==> src/hdl/prr_pkg.sv <==
// Shared types and constants of the phase-adaptive RRIP replacement block.
`default_nettype none

package prr_pkg;

  // Request and response field widths
  localparam int SET_W   = 11;
  localparam int WAY_W   = 4;
  localparam int MASK_W  = 16;
  localparam int PHASE_W = 2;

  // Per-way, per-set and threshold field widths
  localparam int RRV_W = 2;
  localparam int UC_W  = 4;
  localparam int BIP_W = 5;
  localparam int THR_W = 6;

  // Configuration port
  localparam int CFG_ADDR_W = 4;
  localparam int CFG_DATA_W = 32;
  localparam int CFG_IDX_W  = 2;

  localparam logic [CFG_IDX_W-1:0] REG_REGULAR_MIN_HITS = 2'd0;
  localparam logic [CFG_IDX_W-1:0] REG_STREAM_MAX_HITS  = 2'd1;
  localparam logic [CFG_IDX_W-1:0] REG_BIP_PERIOD       = 2'd2;
  localparam logic [CFG_IDX_W-1:0] REG_USE_COUNT_MAX    = 2'd3;

  localparam logic [THR_W-1:0] RST_REGULAR_MIN_HITS = 6'd20;
  localparam logic [THR_W-1:0] RST_STREAM_MAX_HITS  = 6'd6;
  localparam logic [THR_W-1:0] RST_BIP_PERIOD       = 6'd32;
  localparam logic [UC_W-1:0]  RST_USE_COUNT_MAX    = 4'd15;

  localparam logic [THR_W-1:0] BIP_PERIOD_MAX = 6'd32;

  // Operations
  localparam logic OP_VICTIM = 1'b0;
  localparam logic OP_UPDATE = 1'b1;

  // Set phases
  localparam logic [PHASE_W-1:0] PH_REGULAR   = 2'd0;
  localparam logic [PHASE_W-1:0] PH_STREAM    = 2'd1;
  localparam logic [PHASE_W-1:0] PH_IRREGULAR = 2'd2;

  // Re-reference values
  localparam logic [RRV_W-1:0] RRV_HIT   = 2'd0;
  localparam logic [RRV_W-1:0] RRV_LONG  = 2'd2;
  localparam logic [RRV_W-1:0] RRV_SHORT = 2'd3;

  typedef struct packed {
    logic [THR_W-1:0] regular_min_hits;
    logic [THR_W-1:0] stream_max_hits;
    logic [THR_W-1:0] bip_period;
    logic [UC_W-1:0]  use_count_max;
  } cfg_t;

  typedef enum logic [1:0] {
    ST_IDLE,
    ST_READ,
    ST_EXEC
  } state_t;

endpackage

`default_nettype wire

==> src/hdl/prr_victim.sv <==
// Victim selection: first invalid way, else a reduction tree over the ways.
`default_nettype none

module prr_victim #(
  parameter int NUM_WAYS = 16
) (
  input  logic [NUM_WAYS-1:0][prr_pkg::RRV_W-1:0] rrv,
  input  logic [NUM_WAYS-1:0][prr_pkg::UC_W-1:0]  use_cnt,
  input  logic                                    irregular,
  input  logic [prr_pkg::MASK_W-1:0]              valid_mask,
  output logic [prr_pkg::WAY_W-1:0]               victim
);

  localparam int IW = $clog2(NUM_WAYS);
  localparam int P  = 1 << IW;
  localparam int NM = (NUM_WAYS < prr_pkg::MASK_W) ? NUM_WAYS : prr_pkg::MASK_W;
  localparam int WW = prr_pkg::WAY_W;

  // Heap-ordered tree: node i has children 2i+1 (lower ways) and 2i+2.
  logic                      n_vld [2*P-1];
  logic [IW-1:0]             n_idx [2*P-1];
  logic [prr_pkg::RRV_W-1:0] n_rrv [2*P-1];
  logic [prr_pkg::UC_W-1:0]  n_use [2*P-1];

  for (genvar l = 0; l < P; l++) begin : g_leaf
    if (l < NUM_WAYS) begin : g_way
      assign n_vld[P-1+l] = 1'b1;
      assign n_idx[P-1+l] = IW'(l);
      assign n_rrv[P-1+l] = rrv[l];
      assign n_use[P-1+l] = use_cnt[l];
    end else begin : g_pad
      assign n_vld[P-1+l] = 1'b0;
      assign n_idx[P-1+l] = '0;
      assign n_rrv[P-1+l] = '0;
      assign n_use[P-1+l] = '0;
    end
  end

  for (genvar i = 0; i < P - 1; i++) begin : g_node
    logic take_b;
    // regular/stream: last way with the largest value
    // irregular: smallest count, ties to a strictly larger value
    assign take_b = n_vld[2*i+2] &&
                    (!n_vld[2*i+1] ||
                     (irregular ? ((n_use[2*i+2] < n_use[2*i+1]) ||
                                   ((n_use[2*i+2] == n_use[2*i+1]) &&
                                    (n_rrv[2*i+2] > n_rrv[2*i+1])))
                                : (n_rrv[2*i+2] >= n_rrv[2*i+1])));
    assign n_vld[i] = n_vld[2*i+1] || n_vld[2*i+2];
    assign n_idx[i] = take_b ? n_idx[2*i+2] : n_idx[2*i+1];
    assign n_rrv[i] = take_b ? n_rrv[2*i+2] : n_rrv[2*i+1];
    assign n_use[i] = take_b ? n_use[2*i+2] : n_use[2*i+1];
  end

  logic          found;
  logic [WW-1:0] first;

  always_comb begin
    found = 1'b0;
    first = '0;
    for (int w = NM - 1; w >= 0; w--) begin
      if (!valid_mask[w]) begin
        found = 1'b1;
        first = WW'(w);
      end
    end
  end

  assign victim = found ? first : WW'(n_idx[0]);

endmodule

`default_nettype wire
==> config.mk <==
export PLATFORM = sky130hd
export DESIGN_NAME = prr_victim
export DESIGN_NICKNAME = d
export VERILOG_FILES = /design/src/hdl/prr_pkg.sv /design/src/hdl/prr_victim.sv
export SDC_FILE = /design/constraint.sdc
export NUM_CORES = 1
export LEC_CHECK = 0
export ABC_AREA = 1
export BUFFER_PORTS_ARGS = -buffer_cell sky130_fd_sc_hd__buf_2
export CORE_MARGIN = 5
export CORE_UTILIZATION = 60
export DETAILED_ROUTE_END_ITERATION = 7
export PLACE_DENSITY = 0.91
export SYNTH_ARGS = -nofsm -noshare
export SYNTH_HDL_FRONTEND = slang
export SYNTH_SLANG_ARGS = --single-unit
==> constraint.sdc <==
create_clock -name vclk -period 11.5
set_input_delay 0.575 -clock vclk [all_inputs]
set_output_delay 0.575 -clock vclk [all_outputs]
set_load 0.005 [all_outputs]
==> summary.md <==
| Metric | Value |
|---|---|
| Vias/cell | `5.41` |
| DRT iter0 DRCs | `207` |
| Status | `complete, no violations` |
| Startpoint Class | `input pin` |
| CP max FO | `13` |
| Via Count | `4942` |
| Vias in the first global route | `4737` |
| Final setup fails | `0` |
| Gr usage total | `0.243` |
| # Post-CTS Setup Buffers | `0` |
| Combinational power share | `1.000` |
| Actual slew at the worst max-slew pin | `0.578 ns` |
| Post-DR wirelength/cell | `12.0 um` |
| Cell Area, Synth | `0.00405 sq mm` |
| Pwr Total | `0.000506 W` |
| Detailed Place HPWL | `9650 um` |
| Crit Path Class | `in -> out` |
| Hold Crit Start | `valid_mask[0]` |
| Pins Over Slew Limit | `0` |
| Die Y | `92.2 um` |
| Setup TNS | `0 ns` |
| IO Count | `117` |
| FF+latch area | `0 sq um` |
| Switching Fraction | `0.624` |
| Post-route antenna net violation count | `0` |
| Final Util | `0.692` |
| Reg power frac | `0` |
| Port Buffers | `117` |
| GPL Wtd Cong | `0.922` |
| Layout cell share with drive strength beyond 1 | `0.198` |
| Worst VDD drop | `0.0000735 V` |
| Initial Utilization | `0.606` |
| Leakage | `2.85 nW` |
| Min Tclk post-route | `7.32 ns` |
| Max_slew headroom | `0.611` |
| Clock Power Share | `0` |
| Data required time of the worst path | `10.93 ns` |
| Ant diodes | `0` |
| Slowest stage delay, CP | `0.48 ns` |
| Most frequent cells in the layout | `nand2_1 (257), buf_2 (117), inv_1 (116)` |
| Die Wd | `92.2 um` |
| Setup repair after global routing missed its margin | `no` |
| Setup crit end kind | `output pin` |
| Worst Hold Class | `in -> out` |
| CTS Hold Bufs | `0` |
| Min-Delay Path Depth | `4` |
| Die area | `0.00850 sq mm` |
| Remaining DRCs | `0` |
| WP data arrival | `6.75 ns` |
| Final WL | `10900 um` |
| Post-Synthesis Cells | `731` |
| Crit share post-route | `0.637` |
| Worst hold endpoint | `victim[0]` |
| Most common cell after layout, fill and taps aside | `nand2_1` |
| Clock buf count | `0` |
| Core area | `0.00668 sq mm` |
| Register area share after synthesis | `0` |
| Final Hold Vio Count | `0` |
| Area Overhead vs Synth | `14.2%` |
| First-pass GRT wire length | `18200 um` |
| Post-Syn Nets | `929` |
| Largest net degree at the start of global routing | `25` |
| Synthesis warning total | `0` |
| Fmax | `137 MHz` |
| Maxcap violations | `0` |
| Post-route cell area | `0.00463 sq mm` |
| Yosys cell types | `36` |
| Post-DP Area | `0.00463 sq mm` |
| Final net count | `1033` |
| Avg Inst Size Synth | `5.54 sq um` |
| Seq cells | `0` |
| CP max-delay cell | `o21ai_0` |
| Power density over the cells | `109 mW/mm^2` |
| DRT Pass-1 Iters | `5` |
| Site row count | `30` |
| P_sw | `0.000315 W` |
| Initial antenna violation count | `0` |
| Overflow left after global routing | `0` |
| Hold Slack | `1.46 ns` |
| P_int | `0.000190 W` |
| Post-cts resize count | `0` |
-- Yosys cell counts, drive strengths merged, types with 2 or more instances --
| cell | number | share of area |
|---|---|---|
| o21ai | 72 | 0.097 |
| nor2 | 31 | 0.030 |
| ha | 85 | 0.26 |
| buf | 10 | 0.024 |
| nand2 | 276 | 0.27 |
| o31ai | 3 | 0.0056 |
| nand4 | 8 | 0.012 |
| o211ai | 4 | 0.0074 |
| nand3b | 4 | 0.0074 |
| clkbuf | 6 | 0.0056 |
| a21oi | 34 | 0.047 |
| a21boi | 2 | 0.0037 |
| nand3 | 65 | 0.093 |
| o21bai | 5 | 0.0093 |
| inv | 119 | 0.11 |
-- cell type report --
type / instances / area (sq um)
fill: 641 / 2060
inverter: 120 / 453
multi-input combinational: 595 / 3480
tap: 80 / 100
timing repair buffer: 118 / 593
-- layer usage --
layer / share of wire / track usage / up-vias
li1: - / - / 2589
met2: 0.52 / 0.482 / 164
met1: 0.40 / 0.275 / 2158
met4: 0.020 / 0.0656 / 0
met5: 0 / 0 / -
met3: 0.061 / 0.0156 / 31
-- logic make-up after synthesis --
logic type | synth area share
buf+inv | 0.141
simple gates | 0.417
fa+ha+maj | 0.263
compound gates | 0.180
-- stage by stage --
stage	worst slack (ns)	instances
3_3_place_gp	4.60	913
4_1_cts	4.25	913
6_report	4.18	913
5_1_grt	3.59	913
2_1_floorplan	5.22	731
3_5_place_dp	4.27	913
-- critical path, delay by kind of cell --
kind	cells	cell delay, ns
AOI/OAI and AO/OA	13	2.65
and+or+nand+nor	12	1.20
buffers and inverters	8	1.06
adders and majority gates	4	1.25
-- power groups by stage --
stage	sequential, W	clock [W]	combinational (W)
3_5_place_dp	0	0	0.000499
2_1_floorplan	0	0	0.000397
4_1_cts	0	0	0.000502
6_report	0	0	0.000506
3_3_place_gp	0	0	0.000473
5_1_grt	0	0	0.000583
-- worst max-delay path by stage --
stage	from	to	depth (start not counted)
floorplan	rrv[17]	victim[2]	38
global placement	rrv[29]	victim[2]	37
detailed placement	rrv[29]	victim[1]	39
CTS	rrv[29]	victim[2]	37
global route	rrv[29]	victim[1]	39
finish	rrv[29]	victim[2]	37
Note: power is estimated with default switching activity, not from simulation.
