File: config.mk
export PLATFORM = sky130hd
export DESIGN_NAME = prr_cfg_regs
export DESIGN_NICKNAME = d
export VERILOG_FILES = /design/src/hdl/prr_pkg.sv /design/src/hdl/prr_cfg_regs.sv
export SDC_FILE = /design/constraint.sdc
export NUM_CORES = 1
export LEC_CHECK = 0
export BUFFER_PORTS_ARGS = -buffer_cell sky130_fd_sc_hd__buf_2
export CAP_MARGIN = 10
export CORE_ASPECT_RATIO = 2
export CORE_MARGIN = 3
export CORE_UTILIZATION = 43
export CTS_CLUSTER_DIAMETER = 60
export DETAILED_ROUTE_END_ITERATION = 12
export PLACE_DENSITY_LB_ADDON = 0.08
export REMOVE_ABC_BUFFERS = 1
export SLEW_MARGIN = 20
export SYNTH_ARGS = -nofsm -noshare
export SYNTH_HDL_FRONTEND = slang
export SYNTH_SLANG_ARGS = --single-unit
File: constraint.sdc
create_clock -name clk -period 2.9 [get_ports clk]
set_input_delay 0.58 -clock clk [delete_from_list [all_inputs] [get_ports clk]]
set_output_delay 0.58 -clock clk [all_outputs]
set_load 0.02 [all_outputs]
File: src/hdl/prr_pkg.sv
// Shared types and constants of the phase-adaptive RRIP replacement block.
`default_nettype none

package prr_pkg;

  // Request and response field widths
  localparam int SET_W   = 11;
  localparam int WAY_W   = 4;
  localparam int MASK_W  = 16;
  localparam int PHASE_W = 2;

  // Per-way, per-set and threshold field widths
  localparam int RRV_W = 2;
  localparam int UC_W  = 4;
  localparam int BIP_W = 5;
  localparam int THR_W = 6;

  // Configuration port
  localparam int CFG_ADDR_W = 4;
  localparam int CFG_DATA_W = 32;
  localparam int CFG_IDX_W  = 2;

  localparam logic [CFG_IDX_W-1:0] REG_REGULAR_MIN_HITS = 2'd0;
  localparam logic [CFG_IDX_W-1:0] REG_STREAM_MAX_HITS  = 2'd1;
  localparam logic [CFG_IDX_W-1:0] REG_BIP_PERIOD       = 2'd2;
  localparam logic [CFG_IDX_W-1:0] REG_USE_COUNT_MAX    = 2'd3;

  localparam logic [THR_W-1:0] RST_REGULAR_MIN_HITS = 6'd20;
  localparam logic [THR_W-1:0] RST_STREAM_MAX_HITS  = 6'd6;
  localparam logic [THR_W-1:0] RST_BIP_PERIOD       = 6'd32;
  localparam logic [UC_W-1:0]  RST_USE_COUNT_MAX    = 4'd15;

  localparam logic [THR_W-1:0] BIP_PERIOD_MAX = 6'd32;

  // Operations
  localparam logic OP_VICTIM = 1'b0;
  localparam logic OP_UPDATE = 1'b1;

  // Set phases
  localparam logic [PHASE_W-1:0] PH_REGULAR   = 2'd0;
  localparam logic [PHASE_W-1:0] PH_STREAM    = 2'd1;
  localparam logic [PHASE_W-1:0] PH_IRREGULAR = 2'd2;

  // Re-reference values
  localparam logic [RRV_W-1:0] RRV_HIT   = 2'd0;
  localparam logic [RRV_W-1:0] RRV_LONG  = 2'd2;
  localparam logic [RRV_W-1:0] RRV_SHORT = 2'd3;

  typedef struct packed {
    logic [THR_W-1:0] regular_min_hits;
    logic [THR_W-1:0] stream_max_hits;
    logic [THR_W-1:0] bip_period;
    logic [UC_W-1:0]  use_count_max;
  } cfg_t;

  typedef enum logic [1:0] {
    ST_IDLE,
    ST_READ,
    ST_EXEC
  } state_t;

endpackage

`default_nettype wire

File: src/hdl/prr_cfg_regs.sv
// APB-style configuration registers of the replacement block.
`default_nettype none

module prr_cfg_regs (
  input  logic                              clk,
  input  logic                              rst,
  input  logic                              psel,
  input  logic                              penable,
  input  logic                              pwrite,
  input  logic [prr_pkg::CFG_ADDR_W-1:0]    paddr,
  input  logic [prr_pkg::CFG_DATA_W-1:0]    pwdata,
  output logic [prr_pkg::CFG_DATA_W-1:0]    prdata,
  output logic                              pready,
  output prr_pkg::cfg_t                     cfg
);

  localparam int DW = prr_pkg::CFG_DATA_W;

  logic [prr_pkg::CFG_IDX_W-1:0] reg_idx;
  logic                          wr;

  assign reg_idx = paddr[prr_pkg::CFG_ADDR_W-1:2];
  assign wr      = psel && penable && pwrite;
  assign pready  = 1'b1;

  always_ff @(posedge clk) begin
    if (rst) begin
      cfg.regular_min_hits <= prr_pkg::RST_REGULAR_MIN_HITS;
      cfg.stream_max_hits  <= prr_pkg::RST_STREAM_MAX_HITS;
      cfg.bip_period       <= prr_pkg::RST_BIP_PERIOD;
      cfg.use_count_max    <= prr_pkg::RST_USE_COUNT_MAX;
    end else if (wr) begin
      case (reg_idx)
        prr_pkg::REG_REGULAR_MIN_HITS: cfg.regular_min_hits <= pwdata[prr_pkg::THR_W-1:0];
        prr_pkg::REG_STREAM_MAX_HITS:  cfg.stream_max_hits  <= pwdata[prr_pkg::THR_W-1:0];
        prr_pkg::REG_BIP_PERIOD:       cfg.bip_period       <= pwdata[prr_pkg::THR_W-1:0];
        prr_pkg::REG_USE_COUNT_MAX:    cfg.use_count_max    <= pwdata[prr_pkg::UC_W-1:0];
        default: ;
      endcase
    end
  end

  always_comb begin
    case (reg_idx)
      prr_pkg::REG_REGULAR_MIN_HITS: prdata = DW'(cfg.regular_min_hits);
      prr_pkg::REG_STREAM_MAX_HITS:  prdata = DW'(cfg.stream_max_hits);
      prr_pkg::REG_BIP_PERIOD:       prdata = DW'(cfg.bip_period);
      prr_pkg::REG_USE_COUNT_MAX:    prdata = DW'(cfg.use_count_max);
      default:                       prdata = '0;
    endcase
  end

endmodule

`default_nettype wire

==> reports/results.env <==
ASYNCSETRESETFLOPFRACSYNTH_PCT=0
DRT-VIAS-PER-INSTANCE=4.66
YS_FF_LATCH=22
REGISTERS.TOP_BY_FF_COUNT='cfg'
CLK_LATENCY_NS=0.25
FLOORPLAN.CORE_AREA_UM2=2840
INITIAL_UTILIZATION_PCT=45.9
BOUNDARYPINS=96
TIMING.SETUP.TNS_NS=0
POST-ROUTE-WORST-SETUP-SLACK_NS=0.779
RSZ0062_AT_GRT='false'
NETLIST.TOP_CELL.BY_AREA='sky130_fd_sc_hd__dfxtp_1'
WORSTSETUPPATHTYPE='primary input to output port'
SYNTH_FA_HA_AREA_SHARE_PCT=0
POSTSYNTHCELLCOUNT=133
OUTCOME='finished clean'
CP-END-KIND='output port'
LAYOUT.CELLS.MOST_COMMON='sky130_fd_sc_hd__buf_2'
DRT_FIRST_PASS_ITERS=2
CAP_VIOLATIONS=0
ROWS=27
SYNTH.AREA.TOP_CELLS='sky130_fd_sc_hd__dfxtp_1, sky130_fd_sc_hd__mux2i_1, sky130_fd_sc_hd__buf_4, sky130_fd_sc_hd__mux4_2, sky130_fd_sc_hd__nand2b_1'
DRV_SLEW=0
CP_MAX_FO=11
POWER-PER-CELL-AREA_nW_PER_UM2=421
GP_CONGESTION=0.785
CLK_TRANSITION_REPORTED_PATHS_NS=0.07
DP_HPWL_UM=2070
GRT_PASS1_VIAS=905
POST_SYNTH_AND_OR_NAND_NOR_AREA_FRACTION_PCT=19.2
DIE_AREA_UM2=3760
TOTAL_NETS_FINAL=209
PLACEMENT.SETUP.WORST_SLACK_NS=0.758
POSTCTSSETUPREPAIRBUFS=0
AREA_SHARE_OF_THE_LARGEST_CELL_TYPE_AFTER_SYNTHESIS_PCT=33.8
GRT_ANTENNA_BEFORE_REPAIR=0
CTS_ROOT_BUF='sky130_fd_sc_hd__clkbuf_8'
LAYOUT-DRIVE-GT1-SHARE_PCT=31.3
GLOBALROUTETOTALUTIL_PCT=15.1
SYNTH.DISTINCT_CELLS=24
WORSTPATHREQUIRED_NS=2.32
FIRST_PASS_GRT_WIRE_LENGTH_UM=4260
PEAK_SUPPLY_DROP_mV=0.244
DRT-WIRELENGTH-PER-CELL_UM=13.6
DESIGN_POWER_TOTAL_mW=0.596
ROUTE.FINAL.WIRE_LENGTH_UM=2640
WORSTPATHARRIVAL_NS=1.54
SETUP.WORST_PATH.START_CLASS='primary input'
SYNTH_COMPOUND_GATE_AREA_SHARE_PCT=1.92
WORSTHOLDPATHTYPE='register to register'
FINAL-HOLD-VIOLATION-COUNT=0
DIE_X_UM=44.9
FLOORPLAN_DIE_HEIGHT_UM=83.8
WORST_CLOCK_SKEW_NS=0
DRC_VIOLATION_TOTAL_AFTER_THE_FIRST_TRITONROUTE_ITERATION=17
POSTSYNTHAREAPERCELL_UM2=9.78
LARGEST_REGISTER_FF_COUNT=22
MUXSHAREOFSYNTHAREA_PCT=24.6
SETUP-VIOLATIONS-FINAL=0
DP.CELLS=192
TRITONCTS.NUM_BUFFERS=3
YOSYS_MOST_USED_DFF='sky130_fd_sc_hd__dfxtp_1'
LAYOUT_WORST_PATH_CYCLE_SHARE_PCT=73.1
CTS_SINKS=22
REG_TOP3='cfg (22)'
NUM_VIAS=908
AREA_GROWTH_FROM_SYNTHESIS_TO_LAYOUT_PCT=8.75
POSTROUTEANTENNANETS=0
PORT-BUFFER-COUNT=40
ANTENNA-DIODE-COUNT=0
LAYOUT.CELLS.NON_FILLER=195
YOSYSWARNINGS=0
DETAIL_ROUTE.DRC_VIOLATIONS=0
GR-TOTAL-OVERFLOW=0
CLK_PATH_BUF_DEPTH=2
SYNTH-XOR-AREA-SHARE_PCT=0
SYNTH.YOSYS.SEQ_AREA_SHARE_PCT=33.8
SYN_AREA_UM2=1300
SYNTH_EDF_COUNT=0
PIN_COUNT_OF_THE_BIGGEST_NET_ENTERING_GLOBAL_ROUTING=34
COMBINATIONAL_FAMILY_WITH_THE_MOST_AREA_AFTER_SYNTHESIS='multiplexers'
HIGHEST_COUNT_CELLS_IN_THE_LAYOUT_IGNORING_FILL_AND_TAPS='sky130_fd_sc_hd__buf_2, sky130_fd_sc_hd__conb_1, sky130_fd_sc_hd__mux2i_1, sky130_fd_sc_hd__dfxtp_1, sky130_fd_sc_hd__nor2_1'
CTS_TREE='built'
CTS.REPAIR.RESIZED=0
LEAKAGEPOWER_nW=0.701
TIMING.FMAX_MHz=471
FINAL_WORST_PATH_PERIOD_NEED_NS=2.12
CTS.HOLD.BUFFERS_ADDED=0
CTS.HTREE.LEVELS=1
==> through the flow <==
step | hold WS [ns] | utilization [%] | cell area, µm²
2_1_floorplan | 0.554 | - | 1140
3_3_place_gp | 0.470 | 48.4 | 1370
4_1_cts | 0.501 | 49.9 | 1420
5_1_grt | 0.521 | 49.9 | 1420
6_report | 0.493 | 49.9 | 1420
3_5_place_dp | 0.486 | 48.4 | 1370
==> critical path: stages <==
cell                     delay (ns)
sky130_fd_sc_hd__buf_2         0.25
sky130_fd_sc_hd__mux4_2        0.53
sky130_fd_sc_hd__buf_2         0.17
==> final cells by class <==
type	count	area, µm²
repair buffers	40	200
flip-flops and latches	22	440
fillers	289	1420
clock buffers	3	41.3
multi-input cells	101	697
well taps	29	36.3
==> final timing paths <==
path	from	to	slack (ns)	cells past startpoint
max	paddr[3]	prdata[1]	0.78	3
max reg2reg	cfg[6]	cfg[6]	2.13	2
min reg2reg	cfg[5]	cfg[5]	0.49	2
min	cfg[5]	cfg[5]	0.49	2
==> routing by layer <==
layer / vias to the layer above / track usage [%] / wire length [µm] / part of all wire, %
met4: 0 / 6.40 / 22 / 0.83
met5: - / 0 / 0 / 0
met1: 423 / 16.7 / 973 / 37
met2: 34 / 26.9 / 1500 / 57
met3: 2 / 1.94 / 152 / 5.7
li1: 449 / - / - / -
==> cell usage after synthesis (2+ instances only) <==
cell / number
sky130_fd_sc_hd__mux4_2: 4
sky130_fd_sc_hd__o21ai_0: 2
sky130_fd_sc_hd__or2b_1: 6
sky130_fd_sc_hd__buf_4: 29
sky130_fd_sc_hd__nand3_1: 2
sky130_fd_sc_hd__mux2i_1: 23
sky130_fd_sc_hd__nand2_1: 2
sky130_fd_sc_hd__conb_1: 2
sky130_fd_sc_hd__buf_6: 2
sky130_fd_sc_hd__dfxtp_1: 22
sky130_fd_sc_hd__nor2_1: 15
sky130_fd_sc_hd__clkbuf_1: 2
sky130_fd_sc_hd__nand2b_1: 11
==> logic make-up (layout without fill, tap and decap cells) <==
group | count (synthesis) | in the layout
other | 2 | 27
and+or+nand+nor | 43 | 43
muxes | 27 | 27
buffers and inverters | 35 | 43
DFF | 22 | 22
AOI/OAI and AO/OA | 4 | 4
==> power by group <==
part | internal, mW | switching [mW]
clock network | 0.0925 | 0.0910
registers | 0.306 | 0.00262
logic | 0.0310 | 0.0734
No activity file was read; power rests on OpenSTA's default activity.
